==> src/qualified_running_mean_unit_defines.svh <==
// Assertion macros for the qualified running mean unit
`ifndef QUALIFIED_RUNNING_MEAN_UNIT_DEFINES_SVH
`define QUALIFIED_RUNNING_MEAN_UNIT_DEFINES_SVH

`ifndef ASSERT_OFF
`define QRM_ASSERT_IMPLY(label, clk, rst, ante, cons) \
   label: assert property (@(posedge clk) disable iff (rst) (ante) |-> (cons)) \
      else $error("qrm: same-cycle implication violated");
`define QRM_ASSERT_NEXT(label, clk, rst, ante, cons) \
   label: assert property (@(posedge clk) disable iff (rst) (ante) |=> (cons)) \
      else $error("qrm: next-cycle implication violated");
`else
`define QRM_ASSERT_IMPLY(label, clk, rst, ante, cons)
`define QRM_ASSERT_NEXT(label, clk, rst, ante, cons)
`endif

`endif

==> src/qrm_pkg.sv <==
package qrm_pkg;

   localparam int VALUE_BITS = 32;
   localparam int COUNT_BITS = 16;
   localparam int RATIO_BITS = 16;
   localparam int DIV_BITS   = VALUE_BITS + 1;
   localparam int STEP_BITS  = $clog2(DIV_BITS);
   localparam int PROD_BITS  = COUNT_BITS + RATIO_BITS;

   localparam int CSR_INDEX_BITS = 1;
   localparam int CSR_DATA_BITS  = RATIO_BITS;

   localparam logic [CSR_INDEX_BITS-1:0] CSR_FREEZE_MODE = 1'b0;
   localparam logic [CSR_INDEX_BITS-1:0] CSR_ERROR_RATIO = 1'b1;

   localparam logic [RATIO_BITS-1:0] ERROR_RATIO_RESET = RATIO_BITS'(128);
   localparam logic [COUNT_BITS-1:0] COUNT_MAX         = '1;
   localparam logic [STEP_BITS-1:0]  DIV_LAST_STEP     = STEP_BITS'(DIV_BITS - 1);

   typedef struct packed {
      logic signed [VALUE_BITS-1:0] sample;
      logic                         sample_unreliable;
      logic                         sample_off_scan;
      logic                         period_reset;
   } qrm_req_type;

   typedef struct packed {
      logic signed [VALUE_BITS-1:0] published_value;
      logic                         published_unreliable;
      logic signed [VALUE_BITS-1:0] current_mean;
      logic [COUNT_BITS-1:0]        error_tally;
   } qrm_rsp_type;

   typedef enum logic [2:0] {
      S_IDLE,
      S_PREP,
      S_CHECK,
      S_DIV,
      S_FIX,
      S_DONE
   } qrm_state_type;

   typedef struct packed {
      logic capture;
      logic prep;
      logic check;
      logic div_step;
      logic fix;
      logic load_out;
   } qrm_cmd_type;

   typedef struct packed {
      logic bad;
      logic over_limit;
      logic div_last;
      logic out_free;
   } qrm_sts_type;

endpackage

==> src/qrm_ctrl.sv <==
module qrm_ctrl
   import qrm_pkg::*;
(
   input  logic        clock,
   input  logic        reset,
   input  logic        req_valid,
   output logic        req_ready,
   input  qrm_sts_type sts,
   output qrm_cmd_type cmd
);

   qrm_state_type state_ff;
   qrm_state_type state_in;

   always_ff @(posedge clock) begin
      if (reset) begin
         state_ff <= S_IDLE;
      end else begin
         state_ff <= state_in;
      end
   end

   always_comb begin
      state_in  = state_ff;
      cmd       = '0;
      req_ready = 1'b0;
      unique case (state_ff)
         S_IDLE: begin
            req_ready = 1'b1;
            if (req_valid) begin
               cmd.capture = 1'b1;
               state_in    = S_PREP;
            end
         end
         S_PREP: begin
            cmd.prep = 1'b1;
            state_in = S_CHECK;
         end
         S_CHECK: begin
            cmd.check = 1'b1;
            state_in  = (sts.bad || sts.over_limit) ? S_DONE : S_DIV;
         end
         S_DIV: begin
            cmd.div_step = 1'b1;
            if (sts.div_last) begin
               state_in = S_FIX;
            end
         end
         S_FIX: begin
            cmd.fix  = 1'b1;
            state_in = S_DONE;
         end
         S_DONE: begin
            if (sts.out_free) begin
               cmd.load_out = 1'b1;
               state_in     = S_IDLE;
            end
         end
         default: begin
            state_in = S_IDLE;
         end
      endcase
   end

endmodule

==> src/qrm_dpath.sv <==
module qrm_dpath
   import qrm_pkg::*;
(
   input  logic                  clock,
   input  logic                  reset,
   input  qrm_cmd_type           cmd,
   output qrm_sts_type           sts,
   input  qrm_req_type           req_data,
   input  logic                  freeze_mode,
   input  logic [RATIO_BITS-1:0] error_ratio,
   output logic                  rsp_valid,
   input  logic                  rsp_ready,
   output qrm_rsp_type           rsp_data
);

   logic signed [VALUE_BITS-1:0] sample_ff;
   logic                         bad_ff;
   logic                         expired_ff;

   logic signed [VALUE_BITS-1:0] mean_ff;
   logic [COUNT_BITS-1:0]        tally_ff;
   logic [COUNT_BITS-1:0]        err_ff;
   logic                         held_ff;
   logic signed [VALUE_BITS-1:0] shown_value_ff;
   logic                         shown_flag_ff;

   logic [PROD_BITS-1:0]         prod_ff;
   logic                         neg_ff;
   logic [DIV_BITS-1:0]          quot_ff;
   logic [COUNT_BITS-1:0]        rem_ff;
   logic [STEP_BITS-1:0]         step_ff;

   logic                         rsp_valid_ff;
   qrm_rsp_type                  rsp_data_ff;

   logic signed [VALUE_BITS-1:0] mean_base;
   logic [COUNT_BITS-1:0]        tally_base;
   logic [COUNT_BITS-1:0]        err_base;
   logic [COUNT_BITS-1:0]        tally_new;
   logic [COUNT_BITS-1:0]        err_new;
   logic signed [DIV_BITS-1:0]   diff;
   logic [DIV_BITS-1:0]          diff_mag;
   logic [PROD_BITS-1:0]         err_scaled;
   logic                         over;
   logic [COUNT_BITS:0]          rem_shift;
   logic [COUNT_BITS+1:0]        trial;
   logic                         q_bit;
   logic [COUNT_BITS-1:0]        rem_next;
   logic [DIV_BITS-1:0]          qmag;
   logic signed [DIV_BITS:0]     delta;
   logic signed [DIV_BITS:0]     mean_sum;
   logic signed [VALUE_BITS-1:0] mean_new;

   always_comb begin
      mean_base  = expired_ff ? '0 : mean_ff;
      tally_base = expired_ff ? '0 : tally_ff;
      err_base   = expired_ff ? '0 : err_ff;
      tally_new  = (tally_base == COUNT_MAX) ? tally_base : tally_base + COUNT_BITS'(1);
      err_new    = (bad_ff && err_base != COUNT_MAX) ? err_base + COUNT_BITS'(1) : err_base;
      diff       = {sample_ff[VALUE_BITS-1], sample_ff} - {mean_base[VALUE_BITS-1], mean_base};
      diff_mag   = diff[DIV_BITS-1] ? DIV_BITS'(-diff) : DIV_BITS'(diff);

      err_scaled = PROD_BITS'({err_ff, 8'b0});
      over       = err_scaled >= prod_ff;

      rem_shift  = {rem_ff, quot_ff[DIV_BITS-1]};
      trial      = {1'b0, rem_shift} - {2'b00, tally_ff};
      q_bit      = !trial[COUNT_BITS+1];
      rem_next   = q_bit ? trial[COUNT_BITS-1:0] : rem_shift[COUNT_BITS-1:0];

      qmag       = quot_ff + DIV_BITS'(neg_ff && rem_ff != '0);
      delta      = neg_ff ? -$signed({1'b0, qmag}) : $signed({1'b0, qmag});
      mean_sum   = {{2{mean_ff[VALUE_BITS-1]}}, mean_ff} + delta;
      mean_new   = mean_sum[VALUE_BITS-1:0];
   end

   always_ff @(posedge clock) begin
      if (cmd.capture) begin
         sample_ff  <= req_data.sample;
         bad_ff     <= req_data.sample_unreliable | req_data.sample_off_scan;
         expired_ff <= req_data.period_reset;
      end
      if (cmd.prep) begin
         prod_ff <= PROD_BITS'(tally_new) * PROD_BITS'(error_ratio);
         neg_ff  <= diff[DIV_BITS-1];
         quot_ff <= diff_mag;
         rem_ff  <= '0;
      end else if (cmd.div_step) begin
         quot_ff <= {quot_ff[DIV_BITS-2:0], q_bit};
         rem_ff  <= rem_next;
      end
   end

   always_ff @(posedge clock) begin
      if (reset) begin
         mean_ff        <= '0;
         tally_ff       <= '0;
         err_ff         <= '0;
         held_ff        <= 1'b0;
         shown_value_ff <= '0;
         shown_flag_ff  <= 1'b0;
         step_ff        <= '0;
      end else begin
         if (cmd.prep) begin
            tally_ff <= tally_new;
            err_ff   <= err_new;
            mean_ff  <= mean_base;
            step_ff  <= '0;
            if (expired_ff) begin
               shown_value_ff <= freeze_mode ? mean_ff : '0;
               shown_flag_ff  <= freeze_mode ? held_ff : 1'b0;
            end
         end
         if (cmd.check && !bad_ff && over) begin
            if (freeze_mode) begin
               held_ff <= 1'b1;
            end else begin
               shown_flag_ff <= 1'b1;
            end
         end
         if (cmd.div_step) begin
            step_ff <= step_ff + STEP_BITS'(1);
         end
         if (cmd.fix) begin
            mean_ff <= mean_new;
            if (freeze_mode) begin
               held_ff <= 1'b0;
            end else begin
               shown_value_ff <= mean_new;
               shown_flag_ff  <= 1'b0;
            end
         end
      end
   end

   always_ff @(posedge clock) begin
      if (reset) begin
         rsp_valid_ff <= 1'b0;
      end else if (cmd.load_out) begin
         rsp_valid_ff <= 1'b1;
      end else if (rsp_ready) begin
         rsp_valid_ff <= 1'b0;
      end
   end

   always_ff @(posedge clock) begin
      if (cmd.load_out) begin
         rsp_data_ff.published_value      <= shown_value_ff;
         rsp_data_ff.published_unreliable <= shown_flag_ff;
         rsp_data_ff.current_mean         <= mean_ff;
         rsp_data_ff.error_tally          <= err_ff;
      end
   end

   assign sts.bad        = bad_ff;
   assign sts.over_limit = over;
   assign sts.div_last   = step_ff == DIV_LAST_STEP;
   assign sts.out_free   = !rsp_valid_ff || rsp_ready;

   assign rsp_valid = rsp_valid_ff;
   assign rsp_data  = rsp_data_ff;

endmodule

==> src/qualified_running_mean_unit.sv <==
// A beat is taken in S_IDLE and passes S_PREP and S_CHECK; a flagged or refused sample then goes
//   to S_DONE, while a mean update first runs a 33-step serial restoring divider and S_FIX.
// No new beat is taken until S_DONE, which waits for a free output register, has loaded the result.
// A finished result waits in an output register while the next beat is taken.
// Reset (synchronous, active high) clears mean, counters, flags, output valid;
//   freeze_mode returns to 0 and error_ratio to 128.
`include "qualified_running_mean_unit_defines.svh"

module qualified_running_mean_unit
   import qrm_pkg::*;
(
   input  logic                      clock,
   input  logic                      reset,
   input  logic                      req_valid,
   output logic                      req_ready,
   input  qrm_req_type               req_data,
   output logic                      rsp_valid,
   input  logic                      rsp_ready,
   output qrm_rsp_type               rsp_data,
   input  logic                      csr_we,
   input  logic [CSR_INDEX_BITS-1:0] csr_index,
   input  logic [CSR_DATA_BITS-1:0]  csr_wdata
);

   logic                  freeze_ff;
   logic [RATIO_BITS-1:0] ratio_ff;
   qrm_cmd_type           cmd;
   qrm_sts_type           sts;

   always_ff @(posedge clock) begin
      if (reset) begin
         freeze_ff <= 1'b0;
         ratio_ff  <= ERROR_RATIO_RESET;
      end else if (csr_we) begin
         unique case (csr_index)
            CSR_FREEZE_MODE: freeze_ff <= csr_wdata[0];
            CSR_ERROR_RATIO: ratio_ff  <= csr_wdata[RATIO_BITS-1:0];
            default: begin
            end
         endcase
      end
   end

   qrm_ctrl u_ctrl (
      .clock     (clock),
      .reset     (reset),
      .req_valid (req_valid),
      .req_ready (req_ready),
      .sts       (sts),
      .cmd       (cmd)
   );

   qrm_dpath u_dpath (
      .clock       (clock),
      .reset       (reset),
      .cmd         (cmd),
      .sts         (sts),
      .req_data    (req_data),
      .freeze_mode (freeze_ff),
      .error_ratio (ratio_ff),
      .rsp_valid   (rsp_valid),
      .rsp_ready   (rsp_ready),
      .rsp_data    (rsp_data)
   );

   `QRM_ASSERT_IMPLY(a_load_needs_slot, clock, reset, cmd.load_out, sts.out_free)
   `QRM_ASSERT_NEXT(a_one_beat_in_flight, clock, reset, req_valid && req_ready, !req_ready)
   `QRM_ASSERT_IMPLY(a_rsp_from_load, clock, reset, $rose(rsp_valid), $past(cmd.load_out))

endmodule

==> config.mk <==
export PLATFORM = sky130hd
export DESIGN_NAME = qualified_running_mean_unit
export DESIGN_NICKNAME = d
export VERILOG_FILES = /design/src/qrm_pkg.sv /design/src/qrm_ctrl.sv /design/src/qrm_dpath.sv /design/src/qualified_running_mean_unit.sv
export VERILOG_INCLUDE_DIRS = /design/src /design/src/src
export SDC_FILE = /design/constraint.sdc
export NUM_CORES = 1
export LEC_CHECK = 0
export BUFFER_PORTS_ARGS = -buffer_cell sky130_fd_sc_hd__buf_2
export CAP_MARGIN = 20
export CORE_MARGIN = 8
export CORE_UTILIZATION = 30
export CTS_CLUSTER_SIZE = 10
export DETAILED_ROUTE_END_ITERATION = 10
export PLACE_DENSITY = 0.49
export SYNTH_ARGS = -nofsm -noshare
export SYNTH_HDL_FRONTEND = slang
export SYNTH_SLANG_ARGS = --single-unit
==> constraint.sdc <==
create_clock -name clock -period 11.6 [get_ports clock]
set_input_delay 0.58 -clock clock [delete_from_list [all_inputs] [get_ports clock]]
set_output_delay 0.58 -clock clock [all_outputs]
set_load 0.02 [all_outputs]
==> results.toml <==
[grt]
top_usage_layer = "met2"
grt_use_met1 = 0.207
grt_max_degree = 85
gr-usage-met3 = 0.0181
grtUsageMet2 = 0.257
grt_pass1_vias = 22300
antenna_found_initial = 7
grt_pass1_wl_um = 127000
grt_overflow = 0
track_usage = 0.154

[sta]
rsz0062_at_grt = "false"
skew_ns = 0.0272
fmax_mhz = 104
tightest_slew_ns = 1.03
maxSlewViolCount = 0
relSlewSlack = 0.314
setup_tns_ns = 0
fin_crit_sh = 0.828
finalHoldViolations = 0
post-route-min-period_ns = 9.60
setup_viol = 0

[setup_path]
crit_buf_inv = 8
cpMostUsedCell = "fa_1"
r2r_setup_slack_ns = 2.00
crit_required_ns = 11.95
max_stage_delay_ns = 0.87
timing.rr.start = "u_dpath.expired_ff"
ff2ff_path_depth = 36
cp.depth = 36
crit_path_end_kind = "flop"
critPathMaxFanout = 59
cpMaxStageDelayCell = "nor4_1"
path_class = "flop to flop"
worstPathArrival_ns = 9.95
cp-start-kind = "flop"
path_delay_family = "adder cells"
reg2reg_to = "u_dpath.prod_ff[29]"

[finish]
post-route-util = 0.340
drive_gt1_frac = 0.0965
diodes = 0
nNetsFinal = 3637
fin_cells = 4455
syn2layout_area_growth_pct = 12.1

[floorplan]
fp-row-count = 111
ios = 140
die_width_um = 321
fp.coreArea_um2 = 91800
start_util = 0.303
die_h_um = 321
design.die.area_um2 = 103000

[clocking]
cts_tree = "yes"
clk_path_buf_depth = 3
clock_latency_ns = 0.61
ctsResizeCount = 0
cts_sinks = 322
post_cts_buffers = 0
cts_root_buf = "clkbuf_16"
cts_hold_buffers = 0
htreeDepth = 2
path_clk_slew_ns = 0.06
numCtsBuffers = 44

[detailed_routing]
finalWirelength_um = 79400
drt.antenna.violating_nets = 0
drt-initial-drc-count = 1280
wl_per_cell_um = 17.8
vias_per_cell = 4.88
first_pass_iters = 5
vias = 21800
route.detailed.drc = 0

[min_path]
min_to = "u_dpath.sample_ff[17]"
min_delay_path_depth = 1
min_path_type = "input port to flop"
worstHoldStart = "req_data[20]"

[placed_design]
gp_congestion = 0.842
port_buffers = 139
dp.cells = 4372
hpwl_um = 61200

[pwr]
leakagePower_nw = 13.0
power.density_nw_per_um2 = 136
peakVddDrop_uv = 128

[synth]
yosysTopAreaCellShare = 0.195
synth_most_common_cell = "nand2_1"
ys_top_cells_by_count = "431 x nand2_1, 309 x inv_1, 207 x ha_1, 207 x nor2_1, 197 x fa_1"
ys_ff_latch = 322
syn_area_um2 = 27900
synth_top_area_cell = "edfxtp_1"
synth_cell_type_count = 100
ys_async_sr_fraction = 0
avgSynthCellArea_um2 = 8.97
synth_enable_flop_cells = 181
synth.area.top_cells = "edfxtp_1 20%, fa_1 14%, dfxtp_1 10%, ha_1 9.3%, nand2_1 5.8%"
synthCells = 3105
ys_seq_area_frac = 0.296
synthFlopType = "edfxtp_1"
ys_warn_count = 0
synth_fp_nets = 3566

[status]
outcome = "completed"

[flow_run]
max_cap_viol_count = 0
## layer usage
metal  vias up  share of wire
li1      10700              -
met1     10500           0.46
met2       416           0.46
met3        97          0.043
met4         0          0.031
met5         -              0
## per-stage QoR
stage	area [um^2]	power (mW)	setup WS [ns]	hold WS, ns
after global placement	29700	2.90	2.12	0.414
after CTS	31200	4.30	1.96	0.0935
after detailed placement	29800	2.90	2.02	0.418
final	31200	4.23	2.00	0.139
after floorplan	27900	2.57	2.80	0.408
after global routing	31200	4.51	1.34	0.111
## worst register-to-register path, delay by kind of cell (launching register included)
| kind | cells | cell delay, ns |
|---|---|---|
| buffers and inverters | 8 | 1.26 |
| flip-flops | 1 | 0.34 |
| AND/OR/NAND/NOR | 13 | 2.57 |
| AO/OA/AOI/OAI | 5 | 1.24 |
| XOR/XNOR | 2 | 0.31 |
| adder cells (fa/ha/maj) | 8 | 3.63 |
## flip-flops by register name, summed over array words and instances, names as in the netlist
register                flops
u_dpath.mean_ff            32
u_dpath.sample_ff          32
u_dpath.held_ff             1
u_dpath.err_ff             16
u_dpath.rsp_data           81
u_dpath.shown_value_ff     32
u_ctrl.state_ff             3
u_dpath.step_ff             6
freeze_ff                   1
u_dpath.bad_ff              1
u_dpath.rem_ff             16
u_dpath.rsp_valid           1
u_dpath.quot_ff            33
u_dpath.tally_ff           16
u_dpath.shown_flag_ff       1
u_dpath.expired_ff          1
u_dpath.prod_ff            32
u_dpath.neg_ff              1
ratio_ff                   16
## power by group
group / switching (mW) / leakage, nW / internal [mW]
logic: 0.842 / 9.44 / 0.602
registers: 0.114 / 2.85 / 1.32
clock network: 0.549 / 0.712 / 0.808
total: 1.50 / 13.0 / 2.73
## worst max-delay path by stage
stage                        from             endpoint
2_1_floorplan  u_dpath.expired_ff  u_dpath.prod_ff[29]
3_3_place_gp   u_dpath.expired_ff  u_dpath.prod_ff[29]
3_5_place_dp   u_dpath.expired_ff  u_dpath.prod_ff[29]
4_1_cts        u_dpath.expired_ff  u_dpath.prod_ff[29]
5_1_grt        u_dpath.expired_ff  u_dpath.prod_ff[29]
6_report       u_dpath.expired_ff  u_dpath.prod_ff[29]
## cell usage in the layout (no fill, tap or decap), drive strengths merged, types with 9 or more instances in the layout
cell    count
xnor2     145
fa        197
a21oi     155
a21o       46
nor2b      23
or3         9
and3       25
and2      125
inv       313
nand4      30
xor2       64
dfxtp     141
o21a       12
nor3       63
edfxtp    181
nor2      209
mux2i      23
o21bai     16
or2        13
a31oi      25
ha        207
buf       175
nor4       22
clkinv     11
o21ai     132
nand2     434
a211oi     25
o31ai      18
nand2b     56
clkbuf     66
nand3      69
a311oi     25
a22oi      25
## cell type report
cell class / count / area [um^2]
timing repair buffer: 175 / 985
clock inverter: 16 / 164
sequential: 322 / 8260
clock buffer: 66 / 1270
fill: 9565 / 60600
inverter: 310 / 1160
tap: 1243 / 1560
multi-input combinational: 2323 / 17800
## cells by family after synthesis
kind of cell               share of synthesized area
xor gates and xnor gates                      0.0657
DFF                                            0.296
AOI/OAI and AO/OA                              0.131
adders and majority gates                      0.235
buffers and inverters                         0.0649
and+or+nand+nor                                0.196
muxes                                         0.0112
Power figures use the tool's default switching activity.
